### config.mk
export PLATFORM = sky130hd
export DESIGN_NAME = text_encoding_detector_unit
export DESIGN_NICKNAME = d
export VERILOG_FILES = /design/src/rtl/ted_pkg.sv /design/src/rtl/ted_front.sv /design/src/rtl/ted_queue.sv /design/src/rtl/ted_back.sv /design/src/rtl/text_encoding_detector_unit.sv
export SDC_FILE = /design/constraint.sdc
export NUM_CORES = 2
export LEC_CHECK = 0
export ABC_AREA = 1
export BUFFER_PORTS_ARGS = -buffer_cell sky130_fd_sc_hd__buf_2
export CAP_MARGIN = 20
export CORE_MARGIN = 4
export CORE_UTILIZATION = 65
export CTS_CLUSTER_DIAMETER = 120
export CTS_CLUSTER_SIZE = 10
export DETAILED_ROUTE_END_ITERATION = 8
export HOLD_SLACK_MARGIN = 0.08
export PLACE_DENSITY = 0.81
export SYNTH_ARGS = -nofsm -noshare
export SYNTH_HDL_FRONTEND = slang
export SYNTH_SLANG_ARGS = --single-unit
### constraint.sdc
create_clock -name i_clk -period 15.7 [get_ports i_clk]
set_input_delay 3.14 -clock i_clk [delete_from_list [all_inputs] [get_ports i_clk]]
set_output_delay 3.14 -clock i_clk [all_outputs]
set_load 0.01 [all_outputs]
### src/rtl/ted_pkg.sv
package ted_pkg;

    // Default sizes
    localparam int COUNT_BITS_DEF  = 32;
    localparam int QUEUE_DEPTH_DEF = 2;

    // Byte values of interest
    localparam logic [7:0] BYTE_NUL = 8'h00;
    localparam logic [7:0] BYTE_ESC = 8'h1B;
    localparam logic [7:0] SJIS_LO  = 8'h81;
    localparam logic [7:0] SJIS_HI  = 8'h9F;
    localparam logic [7:0] EUC_LO   = 8'hA1;
    localparam logic [7:0] EUC_HI   = 8'hDF;
    localparam logic [7:0] BYTE_FE  = 8'hFE;
    localparam logic [7:0] BYTE_FF  = 8'hFF;

    // Ratio used by the NUL and lead-byte tests
    localparam int RATIO = 10;

    // Byte-order mark kinds
    localparam logic [1:0] BOM_NONE = 2'd0;
    localparam logic [1:0] BOM_LE   = 2'd1;
    localparam logic [1:0] BOM_BE   = 2'd2;

    // Encoding codes
    localparam logic [3:0] ENC_EMPTY  = 4'd0;
    localparam logic [3:0] ENC_UCS2LE = 4'd1;
    localparam logic [3:0] ENC_UCS2BE = 4'd2;
    localparam logic [3:0] ENC_JIS    = 4'd3;
    localparam logic [3:0] ENC_ASCII  = 4'd4;
    localparam logic [3:0] ENC_UTF8   = 4'd5;
    localparam logic [3:0] ENC_SJIS   = 4'd6;
    localparam logic [3:0] ENC_EUC    = 4'd7;
    localparam logic [3:0] ENC_BINARY = 4'd8;

    // Slots of the counter snapshot
    localparam int CNT_EUC      = 0;
    localparam int CNT_HIGH     = 1;
    localparam int CNT_SJIS     = 2;
    localparam int CNT_NUL_ODD  = 3;
    localparam int CNT_NUL_EVEN = 4;
    localparam int CNT_NUM      = 5;

    // Narrow facts about one finished file
    typedef struct packed {
        logic       empty;
        logic       odd;
        logic [1:0] bom;
        logic       esc_any;
        logic       utf8_ok;
    } t_flags;

    // Facts plus the results of the counter comparisons
    typedef struct packed {
        t_flags f;
        logic   le_nul;
        logic   be_nul;
        logic   high_zero;
        logic   sjis_ok;
        logic   euc_ok;
    } t_cls;

endpackage

### src/rtl/ted_front.sv
module ted_front
    import ted_pkg::*;
#(
    parameter int COUNT_BITS = COUNT_BITS_DEF
) (
    input  logic                            i_clk,
    input  logic                            i_rst_n,
    input  logic                            i_in_valid,
    output logic                            o_in_ready,
    input  logic [7:0]                      i_data_byte,
    input  logic                            i_has_byte,
    input  logic                            i_last,
    input  logic                            i_q_full,
    output logic                            o_push,
    output t_flags                          o_flags,
    output logic [CNT_NUM*COUNT_BITS-1:0]   o_counts
);

    logic [COUNT_BITS-1:0] r_nul_even, r_nul_odd, r_esc, r_sjis, r_high, r_euc, r_u8_seq;
    logic [COUNT_BITS-1:0] n_nul_even, n_nul_odd, n_esc, n_sjis, n_high, n_euc, n_u8_seq;
    logic [2:0] r_u8_pend, n_u8_pend;
    logic       r_u8_bad, n_u8_bad;
    logic       r_odd, n_odd;
    logic [1:0] r_seen, n_seen;
    logic [7:0] r_first, n_first;
    logic [1:0] r_bom, n_bom;
    logic       accept;
    logic [7:0] b;

    function automatic logic [COUNT_BITS-1:0] sat_inc(input logic [COUNT_BITS-1:0] c);
        return (&c) ? c : c + COUNT_BITS'(1);
    endfunction

    assign b          = i_data_byte;
    assign o_in_ready = !i_q_full;
    assign accept     = i_in_valid && o_in_ready;
    assign o_push     = accept && i_last;

    // Fold the incoming byte into the statistics
    always_comb begin
        n_nul_even = r_nul_even;
        n_nul_odd  = r_nul_odd;
        n_esc      = r_esc;
        n_sjis     = r_sjis;
        n_high     = r_high;
        n_euc      = r_euc;
        n_u8_seq   = r_u8_seq;
        n_u8_pend  = r_u8_pend;
        n_u8_bad   = r_u8_bad;
        n_odd      = r_odd;
        n_seen     = r_seen;
        n_first    = r_first;
        n_bom      = r_bom;
        if (i_has_byte) begin
            if (b == BYTE_NUL) begin
                if (r_odd) n_nul_odd = sat_inc(r_nul_odd);
                else       n_nul_even = sat_inc(r_nul_even);
            end
            if (b == BYTE_ESC) n_esc = sat_inc(r_esc);
            if (b >= SJIS_LO && b <= SJIS_HI) n_sjis = sat_inc(r_sjis);
            if (b[7]) n_high = sat_inc(r_high);
            if (b >= EUC_LO && b <= EUC_HI) n_euc = sat_inc(r_euc);

            // UTF-8 sequence checker
            if (!r_u8_bad) begin
                if (b == BYTE_FE || b == BYTE_FF) begin
                    n_u8_bad = 1'b1;
                end else if (r_u8_pend != 3'd0) begin
                    if (b[7:6] == 2'b10) begin
                        n_u8_pend = r_u8_pend - 3'd1;
                        if (r_u8_pend == 3'd1) n_u8_seq = sat_inc(r_u8_seq);
                    end else begin
                        n_u8_bad = 1'b1;
                    end
                end else if (b[7:6] == 2'b10) begin
                    n_u8_bad = 1'b1;
                end else if (b[7:5] == 3'b110) begin
                    n_u8_pend = 3'd1;
                end else if (b[7:4] == 4'b1110) begin
                    n_u8_pend = 3'd2;
                end else if (b[7:3] == 5'b11110) begin
                    n_u8_pend = 3'd3;
                end else if (b[7:2] == 6'b111110) begin
                    n_u8_pend = 3'd4;
                end else if (b[7:1] == 7'b1111110) begin
                    n_u8_pend = 3'd5;
                end
            end

            // Byte-order mark from the first two bytes
            if (r_seen == 2'd0) begin
                n_first = b;
            end else if (r_seen == 2'd1) begin
                if (r_first == BYTE_FF && b == BYTE_FE)      n_bom = BOM_LE;
                else if (r_first == BYTE_FE && b == BYTE_FF) n_bom = BOM_BE;
            end
            if (r_seen != 2'd2) n_seen = r_seen + 2'd1;
            n_odd = !r_odd;
        end
    end

    // Snapshot handed to the queue on the last item
    always_comb begin
        o_flags.empty   = (n_seen == 2'd0);
        o_flags.odd     = n_odd;
        o_flags.bom     = n_bom;
        o_flags.esc_any = (n_esc != '0);
        o_flags.utf8_ok = !n_u8_bad && (n_u8_pend == 3'd0) && (n_u8_seq != '0);
        o_counts = '0;
        o_counts[CNT_EUC*COUNT_BITS      +: COUNT_BITS] = n_euc;
        o_counts[CNT_HIGH*COUNT_BITS     +: COUNT_BITS] = n_high;
        o_counts[CNT_SJIS*COUNT_BITS     +: COUNT_BITS] = n_sjis;
        o_counts[CNT_NUL_ODD*COUNT_BITS  +: COUNT_BITS] = n_nul_odd;
        o_counts[CNT_NUL_EVEN*COUNT_BITS +: COUNT_BITS] = n_nul_even;
    end

    // Advance on each item, clear after the last one
    always_ff @(posedge i_clk) begin
        if (!i_rst_n || o_push) begin
            r_nul_even <= '0;
            r_nul_odd  <= '0;
            r_esc      <= '0;
            r_sjis     <= '0;
            r_high     <= '0;
            r_euc      <= '0;
            r_u8_seq   <= '0;
            r_u8_pend  <= 3'd0;
            r_u8_bad   <= 1'b0;
            r_odd      <= 1'b0;
            r_seen     <= 2'd0;
            r_first    <= 8'd0;
            r_bom      <= BOM_NONE;
        end else if (accept) begin
            r_nul_even <= n_nul_even;
            r_nul_odd  <= n_nul_odd;
            r_esc      <= n_esc;
            r_sjis     <= n_sjis;
            r_high     <= n_high;
            r_euc      <= n_euc;
            r_u8_seq   <= n_u8_seq;
            r_u8_pend  <= n_u8_pend;
            r_u8_bad   <= n_u8_bad;
            r_odd      <= n_odd;
            r_seen     <= n_seen;
            r_first    <= n_first;
            r_bom      <= n_bom;
        end
    end

endmodule

### src/rtl/ted_queue.sv
module ted_queue
    import ted_pkg::*;
#(
    parameter int WIDTH = 8,
    parameter int DEPTH = QUEUE_DEPTH_DEF
) (
    input  logic             i_clk,
    input  logic             i_rst_n,
    input  logic             i_push,
    input  logic [WIDTH-1:0] i_wdata,
    output logic             o_full,
    input  logic             i_pop,
    output logic             o_valid,
    output logic [WIDTH-1:0] o_rdata
);

    localparam int AW = (DEPTH > 1) ? $clog2(DEPTH) : 1;
    localparam int CW = $clog2(DEPTH + 1);

    logic [WIDTH-1:0] r_mem [DEPTH];
    logic [AW-1:0]    r_wptr, r_rptr;
    logic [CW-1:0]    r_count;
    logic             do_push, do_pop;

    assign o_full  = (r_count == CW'(DEPTH));
    assign o_valid = (r_count != '0);
    assign o_rdata = r_mem[r_rptr];
    assign do_push = i_push && !o_full;
    assign do_pop  = i_pop && o_valid;

    function automatic logic [AW-1:0] wrap_inc(input logic [AW-1:0] p);
        return (p == AW'(DEPTH - 1)) ? '0 : p + AW'(1);
    endfunction

    // Store an entry
    always_ff @(posedge i_clk) begin
        if (do_push) r_mem[r_wptr] <= i_wdata;
    end

    // Move pointers and occupancy
    always_ff @(posedge i_clk) begin
        if (!i_rst_n) begin
            r_wptr  <= '0;
            r_rptr  <= '0;
            r_count <= '0;
        end else begin
            if (do_push) r_wptr <= wrap_inc(r_wptr);
            if (do_pop)  r_rptr <= wrap_inc(r_rptr);
            if (do_push && !do_pop)      r_count <= r_count + CW'(1);
            else if (do_pop && !do_push) r_count <= r_count - CW'(1);
        end
    end

endmodule

### src/rtl/ted_back.sv
module ted_back
    import ted_pkg::*;
#(
    parameter int COUNT_BITS = COUNT_BITS_DEF
) (
    input  logic                            i_clk,
    input  logic                            i_rst_n,
    input  logic                            i_q_valid,
    output logic                            o_q_pop,
    input  t_flags                          i_flags,
    input  logic [CNT_NUM*COUNT_BITS-1:0]   i_counts,
    output logic                            o_out_valid,
    input  logic                            i_out_ready,
    output logic [3:0]                      o_encoding
);

    localparam int XW = COUNT_BITS + 4;

    logic [COUNT_BITS-1:0] c_even, c_odd, c_sjis, c_high, c_euc;
    logic [XW-1:0]         x_even, x_odd, x_sjis, x_high, even_t10, odd_t10, sjis_t10;
    t_cls                  cls;
    t_cls                  r_s1;
    logic                  r_s1_valid;
    logic                  r_out_valid;
    logic [3:0]            r_enc, n_enc;
    logic                  out_free, s1_free;

    assign c_even = i_counts[CNT_NUL_EVEN*COUNT_BITS +: COUNT_BITS];
    assign c_odd  = i_counts[CNT_NUL_ODD*COUNT_BITS  +: COUNT_BITS];
    assign c_sjis = i_counts[CNT_SJIS*COUNT_BITS     +: COUNT_BITS];
    assign c_high = i_counts[CNT_HIGH*COUNT_BITS     +: COUNT_BITS];
    assign c_euc  = i_counts[CNT_EUC*COUNT_BITS      +: COUNT_BITS];

    // Compare against ten times a count plus ten, in place of a division
    always_comb begin
        x_even   = XW'(c_even);
        x_odd    = XW'(c_odd);
        x_sjis   = XW'(c_sjis);
        x_high   = XW'(c_high);
        even_t10 = (x_even << 3) + (x_even << 1) + XW'(RATIO);
        odd_t10  = (x_odd << 3) + (x_odd << 1) + XW'(RATIO);
        sjis_t10 = (x_sjis << 3) + (x_sjis << 1) + XW'(RATIO);
        cls.f         = i_flags;
        cls.le_nul    = (even_t10 <= x_odd);
        cls.be_nul    = (x_even >= odd_t10);
        cls.high_zero = (c_high == '0);
        cls.sjis_ok   = (sjis_t10 > x_high);
        cls.euc_ok    = ((c_high >> 1) < c_euc);
    end

    assign out_free    = !r_out_valid || i_out_ready;
    assign s1_free     = !r_s1_valid || out_free;
    assign o_q_pop     = i_q_valid && s1_free;
    assign o_out_valid = r_out_valid;
    assign o_encoding  = r_enc;

    // Pick the verdict from the registered comparisons
    always_comb begin
        if (r_s1.f.empty) begin
            n_enc = ENC_EMPTY;
        end else if (!r_s1.f.odd && (r_s1.f.bom == BOM_LE
                     || (r_s1.f.bom != BOM_BE && r_s1.le_nul))) begin
            n_enc = ENC_UCS2LE;
        end else if (!r_s1.f.odd && (r_s1.f.bom == BOM_BE
                     || (r_s1.f.bom != BOM_LE && r_s1.be_nul))) begin
            n_enc = ENC_UCS2BE;
        end else if (r_s1.high_zero) begin
            n_enc = r_s1.f.esc_any ? ENC_JIS : ENC_ASCII;
        end else if (r_s1.f.utf8_ok) begin
            n_enc = ENC_UTF8;
        end else if (r_s1.sjis_ok) begin
            n_enc = ENC_SJIS;
        end else if (r_s1.euc_ok) begin
            n_enc = ENC_EUC;
        end else begin
            n_enc = ENC_BINARY;
        end
    end

    // Hold the comparison stage and the output register
    always_ff @(posedge i_clk) begin
        if (!i_rst_n) begin
            r_s1_valid  <= 1'b0;
            r_out_valid <= 1'b0;
        end else begin
            if (s1_free)  r_s1_valid  <= i_q_valid;
            if (out_free) r_out_valid <= r_s1_valid;
        end
        if (o_q_pop)              r_s1  <= cls;
        if (out_free && r_s1_valid) r_enc <= n_enc;
    end

endmodule

### src/rtl/text_encoding_detector_unit.sv
// Channel   Handshake                   Payload
// input     i_in_valid / o_in_ready     i_data_byte, i_has_byte, i_last
// output    o_out_valid / i_out_ready   o_encoding
//
// One item is taken every cycle while the queue is not full; the byte statistics
// are registered as each item is taken. A verdict passes from the edge that takes
// its last item through the queue write, comparison stage and output register,
// and verdicts stream at one a cycle while i_out_ready is held high.
// Reset is synchronous, active low, and clears all counters and the queue.
// A full queue drops o_in_ready; the back end stalls only on i_out_ready.
module text_encoding_detector_unit
    import ted_pkg::*;
#(
    parameter int COUNT_BITS  = COUNT_BITS_DEF,
    parameter int QUEUE_DEPTH = QUEUE_DEPTH_DEF
) (
    input  logic       i_clk,
    input  logic       i_rst_n,
    input  logic       i_in_valid,
    output logic       o_in_ready,
    input  logic [7:0] i_data_byte,
    input  logic       i_has_byte,
    input  logic       i_last,
    output logic       o_out_valid,
    input  logic       i_out_ready,
    output logic [3:0] o_encoding
);

    localparam int CW = CNT_NUM * COUNT_BITS;
    localparam int FW = $bits(t_flags);
    localparam int QW = FW + CW;

    logic          push, q_full, q_valid, q_pop;
    t_flags        f_flags, b_flags;
    logic [CW-1:0] f_counts;
    logic [QW-1:0] q_rdata;

    // Count bytes and snapshot the statistics
    ted_front #(.COUNT_BITS(COUNT_BITS)) u_front (
        .i_clk       (i_clk),
        .i_rst_n     (i_rst_n),
        .i_in_valid  (i_in_valid),
        .o_in_ready  (o_in_ready),
        .i_data_byte (i_data_byte),
        .i_has_byte  (i_has_byte),
        .i_last      (i_last),
        .i_q_full    (q_full),
        .o_push      (push),
        .o_flags     (f_flags),
        .o_counts    (f_counts)
    );

    // Buffer finished files between the two sides
    ted_queue #(.WIDTH(QW), .DEPTH(QUEUE_DEPTH)) u_queue (
        .i_clk   (i_clk),
        .i_rst_n (i_rst_n),
        .i_push  (push),
        .i_wdata ({f_flags, f_counts}),
        .o_full  (q_full),
        .i_pop   (q_pop),
        .o_valid (q_valid),
        .o_rdata (q_rdata)
    );

    assign b_flags = t_flags'(q_rdata[QW-1 -: FW]);

    // Decide the encoding
    ted_back #(.COUNT_BITS(COUNT_BITS)) u_back (
        .i_clk       (i_clk),
        .i_rst_n     (i_rst_n),
        .i_q_valid   (q_valid),
        .o_q_pop     (q_pop),
        .i_flags     (b_flags),
        .i_counts    (q_rdata[CW-1:0]),
        .o_out_valid (o_out_valid),
        .i_out_ready (i_out_ready),
        .o_encoding  (o_encoding)
    );

endmodule

## Yosys cells after proc, flatten, opt, wreduce, memory -nomap -nowiden

Memories as Yosys holds them, arrays and structs flattened. A register that Yosys moved wholly into a read port is not among the register bits.
Cells that the tools add are included.

- RAM bits: 332
- Flip-flop bits (word level): 262
- Input bits: 14
- Logic and storage cells: 198
- Memories kept: 1
- Output and inout bits: 6

Memory list:

| memory | words | width | read ports | clocked after Yosys merged registers in | write ports | RTL line | source |
|---|---|---|---|---|---|---|---|
| u_queue.r_mem | 2 | 166 | 1 | 1 | 1 | ted_queue.sv:20 | `logic [WIDTH-1:0] r_mem [DEPTH];` |

- Muxes and demuxes: 67
- Eq/ne operators: 19
- Add/sub/neg operators: 19
- Order comparisons: 8
- Reductions and logical operators: 53

Operators by type and width:

| cell | number |
|---|---|
| $mux W32 | 27 |
| $add A32 B1 Y32 const B | 7 |
| $reduce_and A32 Y1 | 7 |
| $add A35 B33 Y36 | 3 |
| $add A36 B4 Y36 const B | 3 |
| $reduce_bool A32 Y1 | 2 |
| $ge A32 B36 Y1 | 1 |
| $gt A36 B32 Y1 | 1 |
| $le A36 B32 Y1 | 1 |
| $mux W3 | 12 |
| $eq A8 B8 Y1 const B | 4 |
| $logic_not A32 Y1 | 1 |
| $lt A31 B32 Y1 | 1 |
| $mux W2 | 10 |
| $logic_and A1 B1 Y1 | 18 |
| $ge A8 B8 Y1 const B | 2 |
| $le A8 B8 Y1 const B | 2 |
| $mux W4 | 4 |
| $mux W1 | 14 |
| $logic_not A1 Y1 | 9 |
| $eq A8 B5 Y1 const B | 1 |
| $logic_not A8 Y1 | 1 |
| $eq A7 B7 Y1 const B | 1 |
| $eq A2 B2 Y1 const B | 3 |
| 20 further kinds | 31 |

## Logic depth before layout (Yosys ltp)

- Depth in word-level cells: 14
- Mapped depth: 31

## Cells and area by module

A second synthesis with hierarchy kept.

- Cells, all modules: 5123
- Area total of the unflattened synthesis: 39990.9 µm²

Modules (own cells, without submodules):

| module | cells an instance | sequential area each (µm²) | area an instance (µm²) | times used |
|---|---|---|---|---|
| ted_front | 2772 | 4824.6 | 16627.2 | 1 |
| ted_queue | 553 | 10069.7 | 12263.0 | 1 |
| ted_back | 1798 | 490.5 | 11100.6 | 1 |

## Least setup slack after synthesis

Ideal clock, no wire load.

- Path kind: input -> register
- From: in i_in_valid
- To: mem u_queue.r_mem[0][0] (netlist name), enable pin
- Setup time: 694 ps
- Cell stages on the path: 4
- Data required time: 15006 ps
- Arrival: 10316 ps
- Setup slack: 4689 ps
- Path through: nand2_1 clkinv_1 nand2_1 nor2_1

- Longest elaborated chain between the ends: 5

RTL lines:

| element | RTL line | source |
|---|---|---|
| start, declared | text_encoding_detector_unit.sv:19 | `input logic i_in_valid,` |
| $logic_and A1 B1 Y1 | ted_front.sv:36 | `assign accept = i_in_valid && o_in_ready;` |
| $logic_and A1 B1 Y1 | ted_front.sv:37 | `assign o_push = accept && i_last;` |
| $logic_and A1 B1 Y1 | ted_queue.sv:28 | `assign do_push = i_push && !o_full;` |
| $mux W1 | ted_queue.sv:37 | `if (do_push) r_mem[r_wptr] <= i_wdata;` |
| $mux W1 (not written as such) | ted_queue.sv:37 |  |
| end, declared | ted_queue.sv:20 |  |

Every way passes these cells.

## Worst setup path after layout

- From: in i_in_valid
- To: reg u_front.r_nul_even[6]

- Longest elaborated chain between the ends: 3

RTL lines:

| element | RTL line | source |
|---|---|---|
| $logic_and A1 B1 Y1 * | ted_front.sv:36 |  |
| $logic_and A1 B1 Y1 | ted_front.sv:37 |  |
| $logic_or A1 B1 Y1 | ted_front.sv:119 | `if (!i_rst_n \|\| o_push) begin` |
| end signal, assigned | ted_front.sv:134 | `r_nul_even <= n_nul_even;` |
| end, declared | ted_front.sv:19 | `logic [COUNT_BITS-1:0] r_nul_even, r_nul_odd, r_esc, r_sjis, r_high, r_euc, r_u8_seq;` |

Every way passes the cells marked *; elsewhere a longest branch is shown, timed or not.
A chain may end at the register's enable or synchronous reset.

==> run_results.csv <==
group,metric,value,unit
run_status,outcome,"finished clean",
global_route,grt_pass1_wl,155,mm
logic_synthesis,yosys-top-cells-area,"edfxtp_1 (27%), dfxtp_1 (13%), nand2_1 (10%), ha_1 (10%), inv_1 (7.1%)",
placement,dp_cells,5746,
logic_synthesis,ys.flop_type,"edfxtp_1",
layout,area.growth.synth_to_final,6.90,%
timing,period_share,0.400,
logic_synthesis,syn-num-nets,5412,
layout,multi_input_area,20300,um^2
clocking,clock_path_buffers,3,
clocking,cts_tree,"yes",
clocking,clock-sinks,595,
logic_synthesis,yosysTopAreaCell,"edfxtp_1",
timing,tns,0,ns
power_and_ir_drop,vdd.ir_drop.worst,0.146,mV
timing,hold_violations,0,
layout,regArea,15400,um^2
logic_synthesis,syn_area,39100,um^2
timing,fmax,159,MHz
clocking,postCtsResizedCells,0,
clocking,numCtsBuffers,69,
route,drc_errors,0,
timing,slew_violations,0,
layout,final_area,41800,um^2
global_route,antenna_found_initial,0,
placement,placed_area,39800,um^2
logic_synthesis,yosysTopAreaCellShare,0.267,
clocking,cts_root_buf,"clkbuf_16",
global_route,grt_max_degree,158,
layout,nets,5381,
route,routedWlPerCell,16.2,um
worst_setup_path,critPathRequiredTime,16.19,ns
floorplanning,core-area,59200,um^2
placement,place_congestion,0.942,
route,wl,95.1,mm
global_route,grt_util_met1,0.417,
global_route,grt_pass1_vias,31200,
power_and_ir_drop,power,8.23,mW
layout,drive_above_1_share,0.0506,
global_route,busiest_layer,"met2",
worst_setup_path,critPathKind,"in -> reg",
route,dr.pass1.iters,9,
placement,io_buffers,19,
clocking,htreeDepth,3,
logic_synthesis,synth_seq_area_share,0.394,
layout,final_util,0.705,
floorplanning,start_util,0.660,
global_route,overflow,0,
global_route,grtUsageTotal,0.294,
logic_synthesis,async_reset_ff_frac,0,
run,drv_cap,0,
floorplanning,dieWidth,253,um
floorplanning,die_h,253,um
clocking,clk_pin_slew_worst_paths,0.06,ns
global_route,use_met3,0.0389,
timing,rsz0062_at_grt,"no",
power_and_ir_drop,p_per_area,197,nW/um^2
power_and_ir_drop,leakagePower,18.9,nW
worst_hold_path,min_path_type,"reg -> reg",
logic_synthesis,synth_edf_count,347,
timing,setup-violations-final,0,
clocking,ctsHoldBuffers,0,
worst_setup_path,arrival,6.77,ns
route,vias_per_cell,5.71,
floorplanning,boundaryPins,20,
worst_setup_path,cp_max_fo,118,
layout,fin_cells,5869,
floorplanning,dieArea,64100,um^2
floorplanning,fp-row-count,89,
placement,dpl.hpwl,68.5,mm
layout,layout_commonest_cell,"nand2_1",
global_route,use_met2,0.477,
layout,layout.cells.most_common_list,"nand2_1 (1,089), inv_1 (741), nor2_1 (405), o21ai_0 (405), a21oi_1 (370)",
layout,fillers,4715,
timing,worstMarginPinSlew,1.23,ns
worst_setup_path,endpoint_kind,"flip-flop",
clocking,cts_setup_buffers,0,
worst_setup_path,critPathLaunchType,"input pin",
logic_synthesis,synthCells,5075,
logic_synthesis,syn_area_per_cell,7.70,um^2
clocking,clk_latency,0.60,ns
route,drt_iter0_markers,3238,
timing,slew_headroom,0.171,
logic_synthesis,yosys_warnings,0,
route,ant_nets,0,
logic_synthesis,synth_cell_types,62,
route,vias,33500,
timing,fin_crit,6.28,ns
timing,fin_skew,0.0191,ns
logic_synthesis,ys_seq_elements,595,
-- cells by family after synthesis --
kind of cell,after synthesis,synth area share
and+or+nand+nor,2094,0.233
AOI/OAI and AO/OA,928,0.127
buffers and inverters,891,0.0869
DFF,595,0.394
adders and majority gates,323,0.103
xor gates and xnor gates,213,0.0477
muxes,31,0.00794
-- power breakdown --
group          internal (mW)  switching [mW]
clock                  0.849           0.617
sequential              1.90           0.157
combinational           1.70            3.00
total                   4.45            3.77
-- cell usage after synthesis, types with 3 or more instances --
master        n
a211oi_1      9
a21boi_0      6
a21o_1       21
a21oi_1     370
a31o_2        3
a31oi_1      24
and3_1        3
buf_1        12
buf_2        14
buf_4         4
clkbuf_1    101
dfxtp_1     248
edfxtp_1    347
ha_1        323
inv_1       743
inv_2        13
mux2i_1      31
nand2_1    1091
nand2_2       8
nand3_1     224
nand3_2       3
nand3b_1      6
nand4_1     101
nor2_1      407
nor2_2       12
nor2_4        4
nor3_1       95
nor3_2       12
nor3_4        4
nor4_1       37
o2111ai_1     3
o211ai_1     33
o21a_1        3
o21ai_0     405
o21ai_1      22
o21bai_1     18
or2_2        73
xnor2_1      42
xor2_1      171
-- per-stage QoR --
step / hold slack (ns) / setup WS (ns)
floorplan: 0.424 / 4.69
global placement: 0.433 / 8.91
detailed placement: 0.436 / 8.81
CTS: 0.444 / 9.44
global route: 0.473 / 9.07
finish: 0.445 / 9.42
-- per-layer routing --
layer,vias up,share of wire,wire length [um]
li1,16800,-,-
met1,15300,0.45,42500
met2,1218,0.45,43200
met3,168,0.076,7260
met4,0,0.023,2180
met5,-,0,0
-- worst paths after layout --
kind | start | end | slack, ns | cells past startpoint
max | i_in_valid | u_front.r_nul_even[6] | 9.42 | 9
min | u_front.r_first[3] | u_front.r_first[3] | 0.45 | 2
max reg2reg | flip-flop | u_back.r_s1[4] | 9.63 | 22
min reg2reg | u_front.r_first[3] | u_front.r_first[3] | 0.45 | 2
-- flip-flops by register name, indices dropped and copies added, names as in the netlist, 2 cells and up, named ones only --
signal,cells
u_back.r_s1,11
u_front.r_sjis,32
u_front.r_bom,2
u_front.r_u8_seq,32
u_front.r_high,32
u_front.r_seen,2
u_queue.r_count,2
u_front.r_euc,32
u_queue.r_mem,332
u_front.r_first,8
u_front.r_esc,32
u_front.r_nul_even,32
u_front.r_nul_odd,32
u_front.r_u8_pend,3
u_back.o_encoding,4
-- final cells by class --
| class | instances | share of cell area |
|---|---|---|
| multi-input combinational | 3589 | 0.487 |
| sequential | 595 | 0.368 |
| inverter | 758 | 0.0684 |
| clock buffer | 117 | 0.0469 |
| tap | 773 | 0.0232 |
| timing repair buffer | 31 | 0.00533 |
| clock inverter | 5 | 0.00123 |
| antenna | 1 | 0.0000599 |
-- worst max-delay path: stages --
cell and delay, ns:
buf_2 0.10, nand2_4 0.31, inv_6 0.71, nand2_1 0.44, nand2_4 0.74, buf_4 0.94
a21oi_1 0.09, o21ai_0 0.16, inv_1 0.07
Power figures use the tool's default switching activity.
